File: src/rtl/csls_pkg.sv
// shared constants, types and helpers for the c source listing scanner
// no dependencies
`default_nettype none

package csls_pkg;

  localparam int COUNT_BITS = 16;
  localparam int CNT_OUT_W  = 16;
  localparam int BYTE_W     = 8;
  localparam int REP_W      = 4;
  localparam int LEN_W      = BYTE_W + 1;

  localparam int CFG_ADDR_W = 2;
  localparam int CFG_DATA_W = 8;

  localparam int IN_DATA_W  = 16;
  localparam int OUT_DATA_W = 64;
  localparam int OUT_USER_W = 2;

  // register indexes
  localparam logic [CFG_ADDR_W-1:0] REG_TAB_WIDTH      = 2'd0;
  localparam logic [CFG_ADDR_W-1:0] REG_WRAP_COLUMN    = 2'd1;
  localparam logic [CFG_ADDR_W-1:0] REG_LINES_PER_PAGE = 2'd2;

  localparam logic [3:0] TAB_WIDTH_RST      = 4'd3;
  localparam logic [7:0] WRAP_COLUMN_RST    = 8'd74;
  localparam logic [7:0] LINES_PER_PAGE_RST = 8'd58;
  localparam logic [3:0] TAB_MAX            = 4'd8;
  localparam logic [7:0] PAGE_LINE_MAX      = 8'd255;
  localparam logic [7:0] PAGE_LINE_RST      = 8'd1;

  // character codes
  localparam logic [7:0] CH_NUL    = 8'h00;
  localparam logic [7:0] CH_TAB    = 8'h09;
  localparam logic [7:0] CH_LF     = 8'h0a;
  localparam logic [7:0] CH_SPACE  = 8'h20;
  localparam logic [7:0] CH_DQUOTE = 8'h22;
  localparam logic [7:0] CH_SQUOTE = 8'h27;
  localparam logic [7:0] CH_LPAREN = 8'h28;
  localparam logic [7:0] CH_RPAREN = 8'h29;
  localparam logic [7:0] CH_STAR   = 8'h2a;
  localparam logic [7:0] CH_SLASH  = 8'h2f;
  localparam logic [7:0] CH_SEMI   = 8'h3b;
  localparam logic [7:0] CH_LBRACK = 8'h5b;
  localparam logic [7:0] CH_BSLASH = 8'h5c;
  localparam logic [7:0] CH_RBRACK = 8'h5d;
  localparam logic [7:0] CH_LBRACE = 8'h7b;
  localparam logic [7:0] CH_RBRACE = 8'h7d;

  localparam logic signed [COUNT_BITS-1:0] SMAX = {1'b0, {(COUNT_BITS-1){1'b1}}};
  localparam logic signed [COUNT_BITS-1:0] SMIN = {1'b1, {(COUNT_BITS-1){1'b0}}};
  localparam logic [COUNT_BITS-1:0]        UMAX = {COUNT_BITS{1'b1}};

  // pending results of one accepted byte
  typedef struct packed {
    logic [BYTE_W-1:0]           rep_byte;
    logic [REP_W-1:0]            rep_cnt;
    logic                        tail_nl;
    logic                        page_brk;
    logic signed [CNT_OUT_W-1:0] nest;
    logic [CNT_OUT_W-1:0]        lines;
    logic [CNT_OUT_W-1:0]        stmts;
    logic                        bal;
  } job_t;

  function automatic logic signed [COUNT_BITS-1:0] sat_up(
    input logic signed [COUNT_BITS-1:0] v
  );
    sat_up = (v == SMAX) ? v : v + COUNT_BITS'(1);
  endfunction

  function automatic logic signed [COUNT_BITS-1:0] sat_down(
    input logic signed [COUNT_BITS-1:0] v
  );
    sat_down = (v == SMIN) ? v : v - COUNT_BITS'(1);
  endfunction

  function automatic logic [COUNT_BITS-1:0] sat_inc(input logic [COUNT_BITS-1:0] v);
    sat_inc = (v == UMAX) ? v : v + COUNT_BITS'(1);
  endfunction

endpackage

`default_nettype wire

File: src/rtl/c_source_listing_scanner.sv
// c source listing scanner top level: lexical state, counters and listing output
// depends on csls_pkg
`default_nettype none

// Each source byte is taken with its lookahead byte and turned into one to nine
// listing bytes; a byte of zero is consumed and yields nothing. The pending job
// feeds the single result register one listing byte per cycle while out_tready
// holds, so non-wrapping ordinary bytes stream at one per cycle; a tab or a
// wrapping byte holds the input until all its listing bytes are sent. Every
// result carries the counters as they stand after the byte that caused it.
// Configuration must be written only while idle; the block does not enforce it.
module c_source_listing_scanner (
  input  wire                            clk,
  input  wire                            rst_n,
  input  wire                            cfg_we,
  input  wire [csls_pkg::CFG_ADDR_W-1:0] cfg_addr,
  input  wire [csls_pkg::CFG_DATA_W-1:0] cfg_wdata,
  input  wire                            in_tvalid,
  output logic                           in_tready,
  // src_byte[7:0], next_byte[15:8]
  input  wire [csls_pkg::IN_DATA_W-1:0]  in_tdata,
  output logic                           out_tvalid,
  input  wire                            out_tready,
  // out_byte[7:0], nest_level[23:8], line_count[39:24], statement_count[55:40],
  // balanced[56], zero fill above
  output logic [csls_pkg::OUT_DATA_W-1:0] out_tdata,
  // line_end[0], page_start[1]
  output logic [csls_pkg::OUT_USER_W-1:0] out_tuser,
  output logic                            out_tlast
);

  logic [3:0] tab_width_r;
  logic [7:0] wrap_column_r;
  logic [7:0] lines_per_page_r;

  logic in_comment_r, in_comment_nxt;
  logic in_squote_r, in_squote_nxt;
  logic in_dquote_r, in_dquote_nxt;
  logic signed [csls_pkg::COUNT_BITS-1:0] brace_r, brace_nxt;
  logic signed [csls_pkg::COUNT_BITS-1:0] bracket_r, bracket_nxt;
  logic signed [csls_pkg::COUNT_BITS-1:0] paren_r, paren_nxt;
  logic [csls_pkg::COUNT_BITS-1:0] semis_r, semis_nxt;
  logic [csls_pkg::COUNT_BITS-1:0] lines_r, lines_nxt;
  logic [7:0] column_r, column_nxt;
  logic [7:0] page_line_r, page_line_nxt;
  logic [7:0] prior_r, prior_prior_r;

  csls_pkg::job_t job_r, job_nxt;
  logic           job_valid_r, job_valid_nxt;

  logic [7:0] out_byte_r;
  logic       out_le_r, out_ps_r, out_last_r;
  logic signed [csls_pkg::CNT_OUT_W-1:0] out_nest_r;
  logic [csls_pkg::CNT_OUT_W-1:0] out_lines_r, out_stmts_r;
  logic       out_bal_r;
  logic       out_valid_r;

  logic [7:0] c, nx;
  logic       in_fire, live;
  logic       out_can_load, emit, emit_last;
  logic [3:0] tw;
  logic [csls_pkg::LEN_W-1:0] len;
  logic       wrap, ps;

  assign c  = in_tdata[7:0];
  assign nx = in_tdata[15:8];

  assign out_can_load = !out_valid_r || out_tready;
  assign emit         = job_valid_r && out_can_load;
  // rep_cnt of zero only happens with the newline still pending
  assign emit_last    = (job_r.rep_cnt == '0) ||
                        (job_r.rep_cnt == 4'd1 && !job_r.tail_nl);
  assign in_tready    = !job_valid_r || (emit && emit_last);
  assign in_fire      = in_tvalid && in_tready;
  assign live         = in_fire && (c != csls_pkg::CH_NUL);

  // tab width clamped to one through eight
  always_comb begin
    if (tab_width_r == 4'd0) begin
      tw = 4'd1;
    end else if (tab_width_r > csls_pkg::TAB_MAX) begin
      tw = csls_pkg::TAB_MAX;
    end else begin
      tw = tab_width_r;
    end
  end

  always_comb begin
    if (c == csls_pkg::CH_TAB) begin
      len = {1'b0, column_r} + {{(csls_pkg::LEN_W-4){1'b0}}, tw};
    end else begin
      len = {1'b0, column_r} + csls_pkg::LEN_W'(1);
    end
    wrap = (len > {1'b0, wrap_column_r}) || (c == csls_pkg::CH_LF);
    ps   = page_line_r > lines_per_page_r;
  end

  // lexical state and counters
  always_comb begin
    in_comment_nxt = in_comment_r;
    in_squote_nxt  = in_squote_r;
    in_dquote_nxt  = in_dquote_r;
    brace_nxt      = brace_r;
    bracket_nxt    = bracket_r;
    paren_nxt      = paren_r;
    semis_nxt      = semis_r;
    lines_nxt      = lines_r;
    if (c == csls_pkg::CH_LF) begin
      lines_nxt = csls_pkg::sat_inc(lines_r);
    end
    if (!in_comment_r && !in_squote_r && !in_dquote_r) begin
      case (c)
        csls_pkg::CH_LBRACE: brace_nxt     = csls_pkg::sat_up(brace_r);
        csls_pkg::CH_RBRACE: brace_nxt     = csls_pkg::sat_down(brace_r);
        csls_pkg::CH_LPAREN: paren_nxt     = csls_pkg::sat_up(paren_r);
        csls_pkg::CH_RPAREN: paren_nxt     = csls_pkg::sat_down(paren_r);
        csls_pkg::CH_LBRACK: bracket_nxt   = csls_pkg::sat_up(bracket_r);
        csls_pkg::CH_RBRACK: bracket_nxt   = csls_pkg::sat_down(bracket_r);
        csls_pkg::CH_SLASH:  in_comment_nxt = (nx == csls_pkg::CH_STAR);
        csls_pkg::CH_SEMI:   semis_nxt     = csls_pkg::sat_inc(semis_r);
        csls_pkg::CH_SQUOTE: in_squote_nxt = 1'b1;
        csls_pkg::CH_DQUOTE: in_dquote_nxt = 1'b1;
        default: begin
        end
      endcase
    end else begin
      if (in_comment_r && c == csls_pkg::CH_STAR && nx == csls_pkg::CH_SLASH) begin
        in_comment_nxt = 1'b0;
      end
      // escaped quote unless the backslash is itself escaped
      if (in_squote_r && c == csls_pkg::CH_SQUOTE &&
          (prior_r != csls_pkg::CH_BSLASH || prior_prior_r == csls_pkg::CH_BSLASH)) begin
        in_squote_nxt = 1'b0;
      end
      if (in_dquote_r && c == csls_pkg::CH_DQUOTE) begin
        in_dquote_nxt = 1'b0;
      end
    end

    if (wrap) begin
      column_nxt = '0;
      if (ps) begin
        page_line_nxt = csls_pkg::PAGE_LINE_RST;
      end else if (page_line_r < csls_pkg::PAGE_LINE_MAX) begin
        page_line_nxt = page_line_r + 8'd1;
      end else begin
        page_line_nxt = page_line_r;
      end
    end else begin
      column_nxt    = len[7:0];
      page_line_nxt = page_line_r;
    end
  end

  // job register
  always_comb begin
    job_nxt       = job_r;
    job_valid_nxt = job_valid_r;
    if (emit) begin
      if (emit_last) begin
        job_valid_nxt = 1'b0;
      end else if (job_r.rep_cnt != '0) begin
        job_nxt.rep_cnt = job_r.rep_cnt - 4'd1;
      end
    end
    if (live) begin
      job_valid_nxt    = 1'b1;
      job_nxt.tail_nl  = wrap;
      job_nxt.page_brk = ps;
      if (c == csls_pkg::CH_TAB) begin
        job_nxt.rep_byte = csls_pkg::CH_SPACE;
        job_nxt.rep_cnt  = tw;
      end else if (c == csls_pkg::CH_LF) begin
        job_nxt.rep_byte = c;
        job_nxt.rep_cnt  = '0;
      end else begin
        job_nxt.rep_byte = c;
        job_nxt.rep_cnt  = 4'd1;
      end
      job_nxt.nest  = csls_pkg::CNT_OUT_W'(brace_nxt);
      job_nxt.lines = csls_pkg::CNT_OUT_W'(lines_nxt);
      job_nxt.stmts = csls_pkg::CNT_OUT_W'(semis_nxt);
      job_nxt.bal   = (brace_nxt == '0) && (bracket_nxt == '0) && (paren_nxt == '0);
    end
  end

  always_ff @(posedge clk) begin
    if (!rst_n) begin
      tab_width_r      <= csls_pkg::TAB_WIDTH_RST;
      wrap_column_r    <= csls_pkg::WRAP_COLUMN_RST;
      lines_per_page_r <= csls_pkg::LINES_PER_PAGE_RST;
      in_comment_r     <= 1'b0;
      in_squote_r      <= 1'b0;
      in_dquote_r      <= 1'b0;
      brace_r          <= '0;
      bracket_r        <= '0;
      paren_r          <= '0;
      semis_r          <= '0;
      lines_r          <= '0;
      column_r         <= '0;
      page_line_r      <= csls_pkg::PAGE_LINE_RST;
      prior_r          <= '0;
      prior_prior_r    <= '0;
      job_valid_r      <= 1'b0;
      out_valid_r      <= 1'b0;
    end else begin
      if (cfg_we) begin
        case (cfg_addr)
          csls_pkg::REG_TAB_WIDTH:      tab_width_r      <= cfg_wdata[3:0];
          csls_pkg::REG_WRAP_COLUMN:    wrap_column_r    <= cfg_wdata;
          csls_pkg::REG_LINES_PER_PAGE: lines_per_page_r <= cfg_wdata;
          default: begin
          end
        endcase
      end
      if (live) begin
        in_comment_r  <= in_comment_nxt;
        in_squote_r   <= in_squote_nxt;
        in_dquote_r   <= in_dquote_nxt;
        brace_r       <= brace_nxt;
        bracket_r     <= bracket_nxt;
        paren_r       <= paren_nxt;
        semis_r       <= semis_nxt;
        lines_r       <= lines_nxt;
        column_r      <= column_nxt;
        page_line_r   <= page_line_nxt;
        prior_prior_r <= prior_r;
        prior_r       <= c;
      end
      job_valid_r <= job_valid_nxt;
      if (emit) begin
        out_valid_r <= 1'b1;
      end else if (out_tready) begin
        out_valid_r <= 1'b0;
      end
    end
  end

  // payload registers
  always_ff @(posedge clk) begin
    job_r <= job_nxt;
    if (emit) begin
      if (job_r.rep_cnt != '0) begin
        out_byte_r <= job_r.rep_byte;
        out_le_r   <= 1'b0;
        out_ps_r   <= 1'b0;
      end else begin
        out_byte_r <= csls_pkg::CH_LF;
        out_le_r   <= 1'b1;
        out_ps_r   <= job_r.page_brk;
      end
      out_last_r  <= emit_last;
      out_nest_r  <= job_r.nest;
      out_lines_r <= job_r.lines;
      out_stmts_r <= job_r.stmts;
      out_bal_r   <= job_r.bal;
    end
  end

  assign out_tvalid = out_valid_r;
  assign out_tlast  = out_last_r;
  assign out_tuser  = {out_ps_r, out_le_r};
  assign out_tdata  = {7'd0, out_bal_r, out_stmts_r, out_lines_r, out_nest_r, out_byte_r};

  // checks
  a_rep_bound: assert property (@(posedge clk) disable iff (!rst_n)
    job_valid_r |-> (job_r.rep_cnt <= csls_pkg::TAB_MAX))
    else $error("job repeat count beyond tab maximum");

  a_page_on_line_end: assert property (@(posedge clk) disable iff (!rst_n)
    (out_valid_r && out_ps_r) |-> (out_le_r && out_last_r))
    else $error("page start without final line end");

  a_line_end_byte: assert property (@(posedge clk) disable iff (!rst_n)
    (out_valid_r && out_le_r) |-> (out_byte_r == csls_pkg::CH_LF))
    else $error("line end flag on a byte other than newline");

  a_job_loaded: assert property (@(posedge clk) disable iff (!rst_n)
    live |=> job_valid_r)
    else $error("accepted byte left no pending job");

endmodule

`default_nettype wire
File: config.mk
export PLATFORM = sky130hd
export DESIGN_NAME = c_source_listing_scanner
export DESIGN_NICKNAME = d
export VERILOG_FILES = /design/src/rtl/csls_pkg.sv /design/src/rtl/c_source_listing_scanner.sv
export SDC_FILE = /design/constraint.sdc
export NUM_CORES = 1
export LEC_CHECK = 0
export ABC_CLOCK_PERIOD_IN_PS = 13000
export CELL_PAD_IN_SITES_DETAIL_PLACEMENT = 1
export CELL_PAD_IN_SITES_GLOBAL_PLACEMENT = 2
export CORE_AREA = 2 2 185 187
export CTS_CLUSTER_SIZE = 24
export DETAILED_ROUTE_END_ITERATION = 10
export DIE_AREA = 0 0 187 189
export DONT_BUFFER_PORTS = 1
export PLACE_DENSITY_LB_ADDON = 0.2
export RECOVER_POWER = 25
export SKIP_LAST_GASP = 1
export SLEW_MARGIN = 20
export SYNTH_ARGS = -nofsm -noshare
export SYNTH_HDL_FRONTEND = slang
export SYNTH_SLANG_ARGS = --single-unit
File: constraint.sdc
create_clock -name clk -period 13 [get_ports clk]
set_input_delay 1.95 -clock clk [delete_from_list [all_inputs] [get_ports clk]]
set_output_delay 1.95 -clock clk [all_outputs]
set_load 0.01 [all_outputs]
==> results of run 1 <==
==> worst paths after layout <==
| check | from | end | slack [ns] |
|---|---|---|---|
| setup / recovery | in_tdata[7] | page_line_r[7]$_SDFFE_PN0P_ | 6.84 |
| hold / removal | job_r[38]$_DFFE_PP_ | out_nest_r[5]$_DFFE_PP_ | 0.41 |
| setup reg to reg | job_r[51]$_DFFE_PP_ | page_line_r[7]$_SDFFE_PN0P_ | 8.68 |
| hold reg to reg | job_r[38]$_DFFE_PP_ | out_nest_r[5]$_DFFE_PP_ | 0.41 |
==> layer usage <==
| layer | up-vias | GRT usage (%) | share of wire [%] |
|---|---|---|---|
| li1 | 5546 | - | - |
| met1 | 5869 | 32.2 | 47 |
| met2 | 313 | 38.7 | 46 |
| met3 | 57 | 3.26 | 4.9 |
| met4 | 0 | 5.43 | 1.8 |
| met5 | - | 0 | 0 |
==> area by class of cell <==
type	count	area, um2
Inverter	40	153
Multi-Input combinational cell	1133	7340
Tap cell	448	561
Clock buffer	35	801
Clock inverter	23	313
Fill cell	3786	17600
Timing Repair Buffer	11	75.1
Sequential cell	260	6440
==> power groups by stage <==
stage / Sequential, mW / Clock, mW / Combinational [mW]
6_report: 0.972 / 0.932 / 0.184
5_1_grt: 0.978 / 0.995 / 0.205
4_1_cts: 0.970 / 0.957 / 0.185
3_5_place_dp: 0.988 / 0 / 0.184
3_3_place_gp: 0.984 / 0 / 0.178
2_1_floorplan: 0.963 / 0 / 0.162
==> synthesized netlist by cell type, types with 21 or more instances <==
cell and n:
sky130_fd_sc_hd__a21boi_0 44, sky130_fd_sc_hd__a21oi_1 45, sky130_fd_sc_hd__and2_1 28, sky130_fd_sc_hd__buf_2 30, sky130_fd_sc_hd__clkbuf_1 55, sky130_fd_sc_hd__dfxtp_1 137, sky130_fd_sc_hd__edfxtp_1 123, sky130_fd_sc_hd__ha_1 34
sky130_fd_sc_hd__inv_1 40, sky130_fd_sc_hd__mux2i_1 23, sky130_fd_sc_hd__nand2_1 170, sky130_fd_sc_hd__nand3_1 53, sky130_fd_sc_hd__nand4_1 35, sky130_fd_sc_hd__nor2_1 106, sky130_fd_sc_hd__nor2b_1 43, sky130_fd_sc_hd__nor3_1 53
sky130_fd_sc_hd__nor3b_1 21, sky130_fd_sc_hd__nor4_1 23, sky130_fd_sc_hd__o21ai_0 56, sky130_fd_sc_hd__or3_1 37, sky130_fd_sc_hd__xnor2_1 41
==> worst register-to-register path, delay by kind of cell (launching register included) <==
family / cells / cell delay, ns
buf+inv: 5 / 2.11
compound gates: 4 / 0.74
simple gates: 2 / 0.72
flops: 1 / 0.46
fa+ha+maj: 1 / 0.24
==> registers in the layout, indices dropped and copies added, names as in the netlist, 4 cells and up <==
signal,cells
out_stmts_r,16
brace_r,16
prior_prior_r,8
lines_per_page_r,8
out_byte_r,8
job_r,63
lines_r,16
column_r,8
out_nest_r,16
bracket_r,16
out_lines_r,16
page_line_r,8
prior_r,8
semis_r,16
paren_r,16
wrap_column_r,8
tab_width_r,4
==> per-stage QoR <==
| stage | util (%) | area (um2) | setup slack [ns] | hold slack [ns] | std cells |
|---|---|---|---|---|---|
| 2_1_floorplan | - | 14500 | 6.81 | 0.400 | 1546 |
| 3_5_place_dp | 43.8 | 14600 | 6.49 | 0.405 | 1892 |
| 4_1_cts | 47.2 | 15700 | 7.09 | 0.411 | 1950 |
| 6_report | 47.1 | 15700 | 6.84 | 0.409 | 1950 |
| 5_1_grt | 47.1 | 15700 | 6.50 | 0.422 | 1950 |
| 3_3_place_gp | 43.8 | 14600 | 6.60 | 0.400 | 1892 |
==> cells by family after synthesis <==
family                   synth area share, %
AO/OA/AOI/OAI                           15.6
buffers and inverters                   4.91
flip-flops                              44.5
XOR/XNOR                                3.51
AND/OR/NAND/NOR                         26.3
adder cells (fa/ha/maj)                 3.08
other                                 0.0259
multiplexers                            2.06
==> impl_metrics.tcl, run 1 <==
set metrics [dict create \
    nNetsFinal 1543 \
    cp_cell_sequence "or4_1 -> nor3_1 -> clkbuf_1 -> o21ai_0 -> ha_1 -> fa_1 -> a21o_1 -> a21oi_1 -> xnor2_1 -> ha_1 -> nand4_1 -> o221ai_1 -> a21o_1 -> a211oi_1 -> o31ai_1 -> o311ai_1 -> buf_4 -> or4_1 -> a21oi_1" \
    finalClockSkew_ns 0.0208 \
    violations "max-capacitance violations, max-slew violations" \
    grt_setup_unrepaired "no" \
    maxCapViolCount 1 \
    ys_seq_area_share_pct 44.5 \
    clk_root_buffer_cell "sky130_fd_sc_hd__clkbuf_16" \
    global_route_usage_over_all_layers_pct 23.3 \
    initial_core_utilization_pct 43.4 \
    irDropWorstVdd_v 0.0000863 \
    power_frac_clock_pct 44.7 \
    grt_overflow 0 \
    antennaDiodeCount 0 \
    drc_marker_count_from_the_first_detailed_route_iteration 895 \
    crit_slowest_cell "sky130_fd_sc_hd__or4_1" \
    postSynthAreaPerCell_um2 9.39 \
    critical-path-max-stage-delay_ns 0.59 \
    switching_share_pct 25.6 \
    pwr_total_mw 2.09 \
    num_vias 11800 \
    finalHoldViolations 0 \
    ant_nets 0 \
    finalWorstPathRequiredPeriod_ns 6.16 \
    synth_top_cell_area_share_pct 25.5 \
    synth_cell_types 97 \
    p_int_mw 1.55 \
    p_comb_share_pct 8.8 \
    via_count_of_the_first_global_routing_pass 11700 \
    post-synth-top-area-cell "sky130_fd_sc_hd__edfxtp_1" \
    number_of_instances_on_the_worst_hold_path 0 \
    required_time_of_the_critical_path_ns 13.50 \
    cpLargestDelayFamily "compound AO/OA/AOI/OAI gates" \
    number_of_synthesized_register_bits 260 \
    hp-class "flip-flop to flip-flop" \
    timing.critical_path.buf_inv 2 \
    synth_cells 1540 \
    die_h_um 189 \
    cts_resized 0 \
    cts_htree_levels 1 \
    crit_path_max_fanout 14 \
    synth.top_cells.by_area "sky130_fd_sc_hd__edfxtp_1, sky130_fd_sc_hd__dfxtp_1, sky130_fd_sc_hd__nand2_1, sky130_fd_sc_hd__ha_1, sky130_fd_sc_hd__nor2_1" \
    fmaxAchievable_mhz 162 \
    mostFrequentLayoutCell "sky130_fd_sc_hd__nand2_1" \
    grt_max_degree 132 \
    io_buffers 0 \
    synth-edff-count 123 \
    antenna_found_initial 0 \
    timing_worst_slew_pin_value_ns 2.96 \
    pins_over_slew_limit 57 \
    static-leakage-power_nw 5.53 \
    post_cts.repair.setup_buffers 0 \
    slew_headroom_pct -97.3 \
    synth-async-reset-ratio_pct 0 \
    wl_per_instance_um 21.3 \
    timing.critical_path.arrival_ns 6.66 \
    post_drt_via_cell_ratio 6.04 \
    detail_route.wirelength_mm 41.6 \
    finalCritPeriodShare_pct 47.4 \
    fp.dieArea_um2 35300 \
    end_kind "flip-flop" \
    ff2ff_path_depth 12 \
    synth.cell_area_um2 14500 \
    fin_tns_setup_ns 0 \
    numCtsBuffers 31 \
    place.gp.congestion 0.861 \
    cts-root-to-sink-buffers 3 \
    drc 0 \
    worst-path-stages 19 \
    chip_width_um 187 \
    area_overhead_of_the_layout_relative_to_synthesis_pct 8.45 \
    wire_length_of_the_first_global_routing_pass_mm 66.8 \
    layout-drive-gt1-share_pct 8.39 \
    synthesis.yosys.warnings 0 \
    tritoncts_num_sinks 260 \
    power.density_cell_area_nw_per_um2 133 \
    core_area_um2 33300 \
    path_class "primary input to flip-flop" \
    outcome "complete, but fails checks" \
    row_count 67 \
    commonest_non_fill_non_tap_cells_in_the_layout "sky130_fd_sc_hd__nand2_1, sky130_fd_sc_hd__dfxtp_1, sky130_fd_sc_hd__edfxtp_1" \
    startpoint_type "primary input" \
    ios 100 \
    synth_ff_type "sky130_fd_sc_hd__dfxtp_1" \
    clkTransAtPathRegs_ns 0.06 \
    tritoncts "yes" \
    finalSetupViolCount 0 \
    worst_skew_pair.late_latency_ns 0.58 \
    cts_hold_repair.buffers 0 \
    dr.pass1.iters 5 \
    dp.final_hpwl_mm 29.3 \
    power_frac_seq_pct 46.5 \
    power.net_switching_mw 0.535 \
]
(Power assumes the default switching activity.)
==> run 2, diff against run 1 <==
--- a/config.mk
+++ b/config.mk
@@ -5,13 +5,14 @@
 export SDC_FILE = /design/constraint.sdc
 export NUM_CORES = 1
 export LEC_CHECK = 0
-export ABC_CLOCK_PERIOD_IN_PS = 13000
+export ABC_AREA = 1
+export ABC_CLOCK_PERIOD_IN_PS = 5900
 export CELL_PAD_IN_SITES_DETAIL_PLACEMENT = 1
 export CELL_PAD_IN_SITES_GLOBAL_PLACEMENT = 2
-export CORE_AREA = 2 2 185 187
+export CORE_AREA = 2 2 202 204
 export CTS_CLUSTER_SIZE = 24
 export DETAILED_ROUTE_END_ITERATION = 10
-export DIE_AREA = 0 0 187 189
+export DIE_AREA = 0 0 204 206
 export DONT_BUFFER_PORTS = 1
 export PLACE_DENSITY_LB_ADDON = 0.2
 export RECOVER_POWER = 25
==> constraint.sdc (replaced) <==
create_clock -name clk -period 5.9 [get_ports clk]
set_input_delay 0.885 -clock clk [delete_from_list [all_inputs] [get_ports clk]]
set_output_delay 0.885 -clock clk [all_outputs]
set_load 0.01 [all_outputs]
==> run 2 against run 1 <==
Compared with the run above:
- the flow still finishes with violations (max-capacitance violations, max-slew violations)
- sequential share of layout area shrank 1.4 points
- critical path depth increased by 7
- combinational power grew to 4.9 times the previous value
- synthesized cell count increased by 31%
- sequential cell count unchanged
- global-route usage down 1.6 points
- utilization fell by 6.7 points
- setup slack worse by 6.0 ns
==> impl_metrics.tcl, run 2 <==
set metrics [dict create \
    post_drt_via_cell_ratio 5.13 \
    place.gp.congestion 0.823 \
    mostFrequentLayoutCell "sky130_fd_sc_hd__nand2_1" \
    instances_no_fill 2521 \
    timing_worst_slew_pin_value_ns 3.79 \
    worstSetupEndpoint "page_line_r[1]$_SDFFE_PN0P_" \
    largest_register_ffs 63 \
    timing.critical_path.arrival_ns 5.55 \
    violations "max-capacitance violations, max-slew violations" \
    required_time_of_the_critical_path_ns 6.38 \
    grt_overflow 0 \
    synth.cell_area_um2 15000 \
    slew_headroom_pct -153 \
    worst-path-stages 26 \
    path_class "primary input to flip-flop" \
    initial_core_utilization_pct 37.2 \
    ff2ff_path_depth 12 \
    antenna_found_initial 0 \
    registers.top_by_ff_count "job_r" \
    critical_path.reg2reg.startpoint "job_r[51]$_DFFE_PP_" \
    drc_marker_count_from_the_first_detailed_route_iteration 611 \
    fp.dieArea_um2 42000 \
    synth-edff-count 123 \
    synth-async-reset-ratio_pct 0 \
    global_route_usage_over_all_layers_pct 21.7 \
    worst_skew_pair.late_latency_ns 0.59 \
    via_count_of_the_first_global_routing_pass 13400 \
    number_of_synthesized_register_bits 260 \
    yosysMostFrequentCell "sky130_fd_sc_hd__nand2_1" \
    dr.pass1.iters 5 \
    ys_seq_area_share_pct 43.0 \
    core_area_um2 40200 \
    num_vias 12900 \
    io_buffers 0 \
    hp-class "primary input to flip-flop" \
    timing.critical_path.buf_inv 5 \
    nNetsFinal 2031 \
    worstReg2RegEnd "semis_r[10]$_SDFFE_PN0P_" \
    synth.top_cells.by_area "sky130_fd_sc_hd__edfxtp_1, sky130_fd_sc_hd__dfxtp_1, sky130_fd_sc_hd__nand2_1, sky130_fd_sc_hd__inv_1, sky130_fd_sc_hd__nor2_1" \
    cts-root-to-sink-buffers 3 \
    grt_setup_unrepaired "no" \
    worst-r2r-setup-slack_ns 1.64 \
    dp.final_hpwl_mm 32.0 \
    finalCritPeriodShare_pct 85.9 \
    outcome "complete, but fails checks" \
    pins_over_slew_limit 126 \
    layout-drive-gt1-share_pct 6.59 \
    synth_cell_types 53 \
    tritoncts_num_sinks 260 \
    synth_ff_type "sky130_fd_sc_hd__dfxtp_1" \
    end_kind "flip-flop" \
    maxCapViolCount 2 \
    fmaxAchievable_mhz 197 \
    power.density_cell_area_nw_per_um2 312 \
    area_overhead_of_the_layout_relative_to_synthesis_pct 8.46 \
    ios 100 \
    multi_input_combinational_cell_area_um2 7060 \
    static-leakage-power_nw 7.15 \
    clkTransAtPathRegs_ns 0.06 \
    fin_tns_setup_ns 0 \
    cts_htree_levels 1 \
    ys_top_cells_by_count "sky130_fd_sc_hd__nand2_1, sky130_fd_sc_hd__inv_1, sky130_fd_sc_hd__nor2_1" \
    row_count 74 \
    wl_per_instance_um 17.8 \
    finalHoldViolations 0 \
    irDropWorstVdd_v 0.000306 \
    startpoint_type "primary input" \
    post_cts.repair.setup_buffers 0 \
    postSynthAreaPerCell_um2 7.43 \
    clk_root_buffer_cell "sky130_fd_sc_hd__clkbuf_16" \
    crit_path_start "in_tdata[7]" \
    area.sequential_um2 6440 \
    post-synth-top-area-cell "sky130_fd_sc_hd__edfxtp_1" \
    finalClockSkew_ns 0.0314 \
    placedCellCount 2465 \
    drc 0 \
    finalSetupViolCount 0 \
    antennaDiodeCount 0 \
    wire_length_of_the_first_global_routing_pass_mm 73.0 \
    critical-path-max-stage-delay_ns 0.55 \
    cts_resized 0 \
    synth_cells 2015 \
    synth_top_cell_area_share_pct 24.7 \
    cpLargestDelayFamily "compound AO/OA/AOI/OAI gates" \
    chip_width_um 204 \
    ant_nets 0 \
    tritoncts "yes" \
    commonest_non_fill_non_tap_cells_in_the_layout "sky130_fd_sc_hd__nand2_1, sky130_fd_sc_hd__inv_1, sky130_fd_sc_hd__nor2_1" \
    die_h_um 206 \
    finalWorstPathRequiredPeriod_ns 5.07 \
    cts_hold_repair.buffers 0 \
    fill_cells 5021 \
    crit_slowest_cell "sky130_fd_sc_hd__o21ai_2" \
    numCtsBuffers 30 \
    synthesis.yosys.warnings 0 \
    detail_route.wirelength_mm 44.8 \
    crit_path_max_fanout 15 \
    grt_max_degree 96 \
]
## run 2: where the power goes
part | switching (mW) | internal, mW
combinational | 0.630 | 0.268
sequential | 0.187 | 2.14
clock | 0.787 | 1.06
## run 2: worst reg2reg max path, delay by kind of cell (launching register included)
family | cells | cell delay, ns
AOI/OAI and AO/OA | 4 | 0.86
adders and majority gates | 1 | 0.19
buffers and inverters | 4 | 1.39
DFF | 1 | 0.43
and+or+nand+nor | 3 | 1.31
## run 2: routing by layer
| metal | global-route usage [%] | wire length [um] |
|---|---|---|
| met2 | 37.6 | 21200 |
| met5 | 0 | 0 |
| met1 | 28.7 | 21200 |
| met4 | 5.62 | 912 |
| met3 | 2.70 | 1460 |
## run 2: logic make-up (layout without fill, tap and decap cells)
| family | after synthesis | after routing | synth area share [%] |
|---|---|---|---|
| XOR/XNOR | 47 | 47 | 2.85 |
| adder cells (fa/ha/maj) | 35 | 35 | 2.98 |
| other | 1 | 7 | 0.0251 |
| AO/OA/AOI/OAI | 351 | 351 | 13.3 |
| AND/OR/NAND/NOR | 949 | 949 | 27.8 |
| buffers and inverters | 372 | 340 | 10.0 |
| flip-flops | 260 | 260 | 43.0 |
## run 2: per-stage QoR
step	util (%)	hold slack, ns	power, mW	setup slack [ns]	cell area (um2)
detailed placement	38.0	0.406	3.26	0.00251	15300
finish	40.4	0.384	5.07	0.830	16200
floorplan	-	0.400	2.99	1.37	15000
global route	40.4	0.357	5.37	0.366	16200
CTS	40.4	0.344	5.15	0.618	16200
global placement	38.0	0.401	3.23	0.164	15300
## run 2: worst min path at each step
stage                        start                        end  slack, ns  cells past startpoint
6_report               in_tdata[4]    job_r[59]$_SDFFCE_PN0P_       0.38                      0
5_1_grt                in_tdata[4]    job_r[59]$_SDFFCE_PN0P_       0.36                      0
4_1_cts                in_tdata[4]    job_r[59]$_SDFFCE_PN0P_       0.34                      0
3_5_place_dp   job_r[30]$_DFFE_PP_  out_lines_r[13]$_DFFE_PP_       0.41                      0
3_3_place_gp   job_r[37]$_DFFE_PP_    out_nest_r[4]$_DFFE_PP_       0.40                      0
2_1_floorplan   job_r[0]$_DFFE_PP_        out_bal_r$_DFFE_PP_       0.40                      0
## run 2: cell type report
| cell class | instances | share of cell area (%) |
|---|---|---|
| Multi-Input combinational cell | 1389 | 43.5 |
| Sequential cell | 260 | 39.7 |
| Inverter | 278 | 6.48 |
| Clock buffer | 34 | 4.72 |
| Tap cell | 532 | 4.10 |
| Clock inverter | 22 | 1.25 |
| Timing Repair Buffer | 6 | 0.308 |
==> run 3, diff against run 2 <==
--- a/config.mk
+++ b/config.mk
@@ -6,13 +6,13 @@
 export NUM_CORES = 1
 export LEC_CHECK = 0
 export ABC_AREA = 1
-export ABC_CLOCK_PERIOD_IN_PS = 5900
+export ABC_CLOCK_PERIOD_IN_PS = 5250
 export CELL_PAD_IN_SITES_DETAIL_PLACEMENT = 1
 export CELL_PAD_IN_SITES_GLOBAL_PLACEMENT = 2
-export CORE_AREA = 2 2 202 204
+export CORE_AREA = 2 2 144 286
 export CTS_CLUSTER_SIZE = 24
 export DETAILED_ROUTE_END_ITERATION = 10
-export DIE_AREA = 0 0 204 206
+export DIE_AREA = 0 0 146 288
 export DONT_BUFFER_PORTS = 1
 export PLACE_DENSITY_LB_ADDON = 0.2
 export RECOVER_POWER = 25
==> constraint.sdc (replaced) <==
create_clock -name clk -period 5.25 [get_ports clk]
set_input_delay 0.7875 -clock clk [delete_from_list [all_inputs] [get_ports clk]]
set_output_delay 0.7875 -clock clk [all_outputs]
set_load 0.01 [all_outputs]
==> run 3 against run 2 <==
Compared with the run above:
- the run still ends with max-capacitance violations, max-slew violations left
- critical path type unchanged
- largest cell class unchanged
- register-to-register slack worse by 0.40 ns
- clock-buffer cell count up 5
- hold slack worse by 0.073 ns
- final cell count about the same
- clock power up 17%
- sequential cell count unchanged
- clock skew down 0.014 ns
- largest power group unchanged
- utilization up 0.37 points
==> impl_metrics.tcl, run 3 (synthesis gave the netlist of run 2 again) <==
set metrics [dict create \
    outcome "complete, but fails checks" \
    violations "max-capacitance violations, max-slew violations" \
    fmaxAchievable_mhz 219 \
    mostFrequentLayoutCell "sky130_fd_sc_hd__nand2_1" \
    clkTransAtPathRegs_ns 0.07 \
    instances_no_fill 2523 \
    numCtsBuffers 28 \
    chip_width_um 146 \
    fin_hold_ws_ns 0.311 \
    timing_worst_slew_pin_value_ns 2.50 \
    post_drt_via_cell_ratio 5.25 \
    required_time_of_the_critical_path_ns 5.69 \
    irDropWorstVdd_v 0.000244 \
    timing.critical_path.arrival_ns 5.00 \
    switching_share_pct 31.6 \
    place.gp.congestion 0.875 \
    cpLargestDelayFamily "compound AO/OA/AOI/OAI gates" \
    registers.top_by_ff_count "job_r" \
    met3_length_mm 1.42 \
    power_frac_seq_pct 44.8 \
    area_overhead_of_the_layout_relative_to_synthesis_pct 9.17 \
    static-leakage-power_nw 7.20 \
    p_int_mw 3.99 \
    grt_max_degree 144 \
    crit_path_start "in_tdata[7]" \
    die_h_um 288 \
    via_count_of_the_first_global_routing_pass 14100 \
    tritoncts_num_sinks 260 \
    largest_register_ffs 63 \
    finalHoldViolations 0 \
    wl_met2_mm 28.3 \
    power_frac_clock_pct 37.0 \
    grt_overflow 0 \
    startpoint_of_the_worst_hold_path "in_tdata[1]" \
    power.net_switching_mw 1.84 \
    commonest_non_fill_non_tap_cells_in_the_layout "sky130_fd_sc_hd__nand2_1, sky130_fd_sc_hd__inv_1, sky130_fd_sc_hd__nor2_1" \
    fp.dieArea_um2 42000 \
    global_route_usage_over_all_layers_pct 23.8 \
    dr.pass1.iters 4 \
    cts_htree_levels 1 \
    finalClockSkew_ns 0.0174 \
    antennaDiodeCount 0 \
    drc 0 \
    io_buffers 0 \
    startpoint_type "primary input" \
    worst_skew_pair.late_latency_ns 0.57 \
    post_cts.repair.setup_buffers 0 \
    antenna_found_initial 0 \
    core_area_um2 40100 \
    hp-class "primary input to flip-flop" \
    nNetsFinal 2037 \
    wire_length_of_the_first_global_routing_pass_mm 78.6 \
    row_count 104 \
    pins_over_slew_limit 63 \
    fill_cells 5071 \
    maxCapViolCount 2 \
    critical-path-max-stage-delay_ns 0.53 \
    worst-r2r-setup-slack_ns 1.24 \
    cts_resized 0 \
    ios 100 \
    cp_common_cell "sky130_fd_sc_hd__nor2_1" \
    drc_marker_count_from_the_first_detailed_route_iteration 594 \
    route.layer.met1.wl_mm 18.1 \
    placedCellCount 2471 \
    critical_path.reg2reg.startpoint "tab_width_r[2]$_SDFFE_PN0P_" \
    p_comb_share_pct 18.2 \
    power.density_cell_area_nw_per_um2 357 \
    layout-drive-gt1-share_pct 7.07 \
    end_kind "flip-flop" \
    top_layer_used "met4" \
    dp.final_hpwl_mm 37.8 \
    crit_path_max_fanout 15 \
    clk_root_buffer_cell "sky130_fd_sc_hd__clkbuf_16" \
    slew_headroom_pct -67.2 \
    crit_slowest_cell "sky130_fd_sc_hd__o21ai_2" \
    finalCritPeriodShare_pct 86.9 \
    tritoncts "yes" \
    cts_hold_repair.buffers 0 \
    grt_setup_unrepaired "no" \
    ant_nets 0 \
    cts-root-to-sink-buffers 3 \
    path_class "primary input to flip-flop" \
    detail_route.wirelength_mm 50.3 \
    num_vias 13200 \
    finalSetupViolCount 0 \
    wl_per_instance_um 19.9 \
    timing.critical_path.buf_inv 5 \
    initial_core_utilization_pct 37.3 \
    finalWorstPathRequiredPeriod_ns 4.56 \
]
run 3: cell types whose count changed in the layout (fill, tap and decap cells not counted), moves of 3 or more:
| cell | change |
|---|---|
| sky130_fd_sc_hd__buf_4 | +5 |
| sky130_fd_sc_hd__clkbuf_8 | +3 |
| sky130_fd_sc_hd__clkinv_1 | -6 |
| sky130_fd_sc_hd__clkinv_2 | -4 |
| sky130_fd_sc_hd__clkinvlp_4 | +3 |
run 3: cell type report:
class / count / area [um2] / area share [%]
multi-input cells: 1389 / 7050 / 43.2
flip-flops and latches: 260 / 6440 / 39.4
inverters: 278 / 1050 / 6.44
clock buffers: 39 / 857 / 5.25
well taps: 530 / 663 / 4.06
clock inverters: 13 / 160 / 0.980
repair buffers: 14 / 115 / 0.705
run 3: routing by layer:
| metal | vias to the layer above | GRT usage (%) |
|---|---|---|
| met2 | 222 | 48.4 |
| met3 | 113 | 2.69 |
| met1 | 6410 | 23.6 |
| met4 | 0 | 11.2 |
| li1 | 6499 | - |
| met5 | - | 0 |
run 3: power by group through the flow:
| stage | registers (mW) | logic [mW] | clock network (mW) |
|---|---|---|---|
| final | 2.62 | 1.06 | 2.16 |
| after global routing | 2.64 | 1.21 | 2.29 |
| after CTS | 2.62 | 1.07 | 2.22 |
| after detailed placement | 2.66 | 1.07 | 0 |
| after global placement | 2.65 | 1.04 | 0 |
| after floorplan | 2.54 | 0.820 | 0 |
run 3: path summary, 6_finish.rpt:
check / end / cells after the start
worst max-delay path: page_line_r[7]$_SDFFE_PN0P_ / 26
worst min-delay path: job_r[56]$_SDFFCE_PN0P_ / 0
worst max register to register: page_line_r[7]$_SDFFE_PN0P_ / 21
worst min register to register: out_lines_r[12]$_DFFE_PP_ / 0
run 3: stage by stage:
stage | worst slack (ns) | total power, mW | instance area, um2 | util [%] | TNS, ns
6_report | 0.690 | 5.83 | 16300 | 40.8 | 0
5_1_grt | 0.137 | 6.13 | 16300 | 40.8 | 0
4_1_cts | 0.293 | 5.91 | 16400 | 40.8 | 0
3_5_place_dp | -0.284 | 3.73 | 15300 | 38.3 | -1.49
3_3_place_gp | -0.187 | 3.69 | 15300 | 38.3 | -0.629
2_1_floorplan | 0.818 | 3.36 | 15000 | - | 0
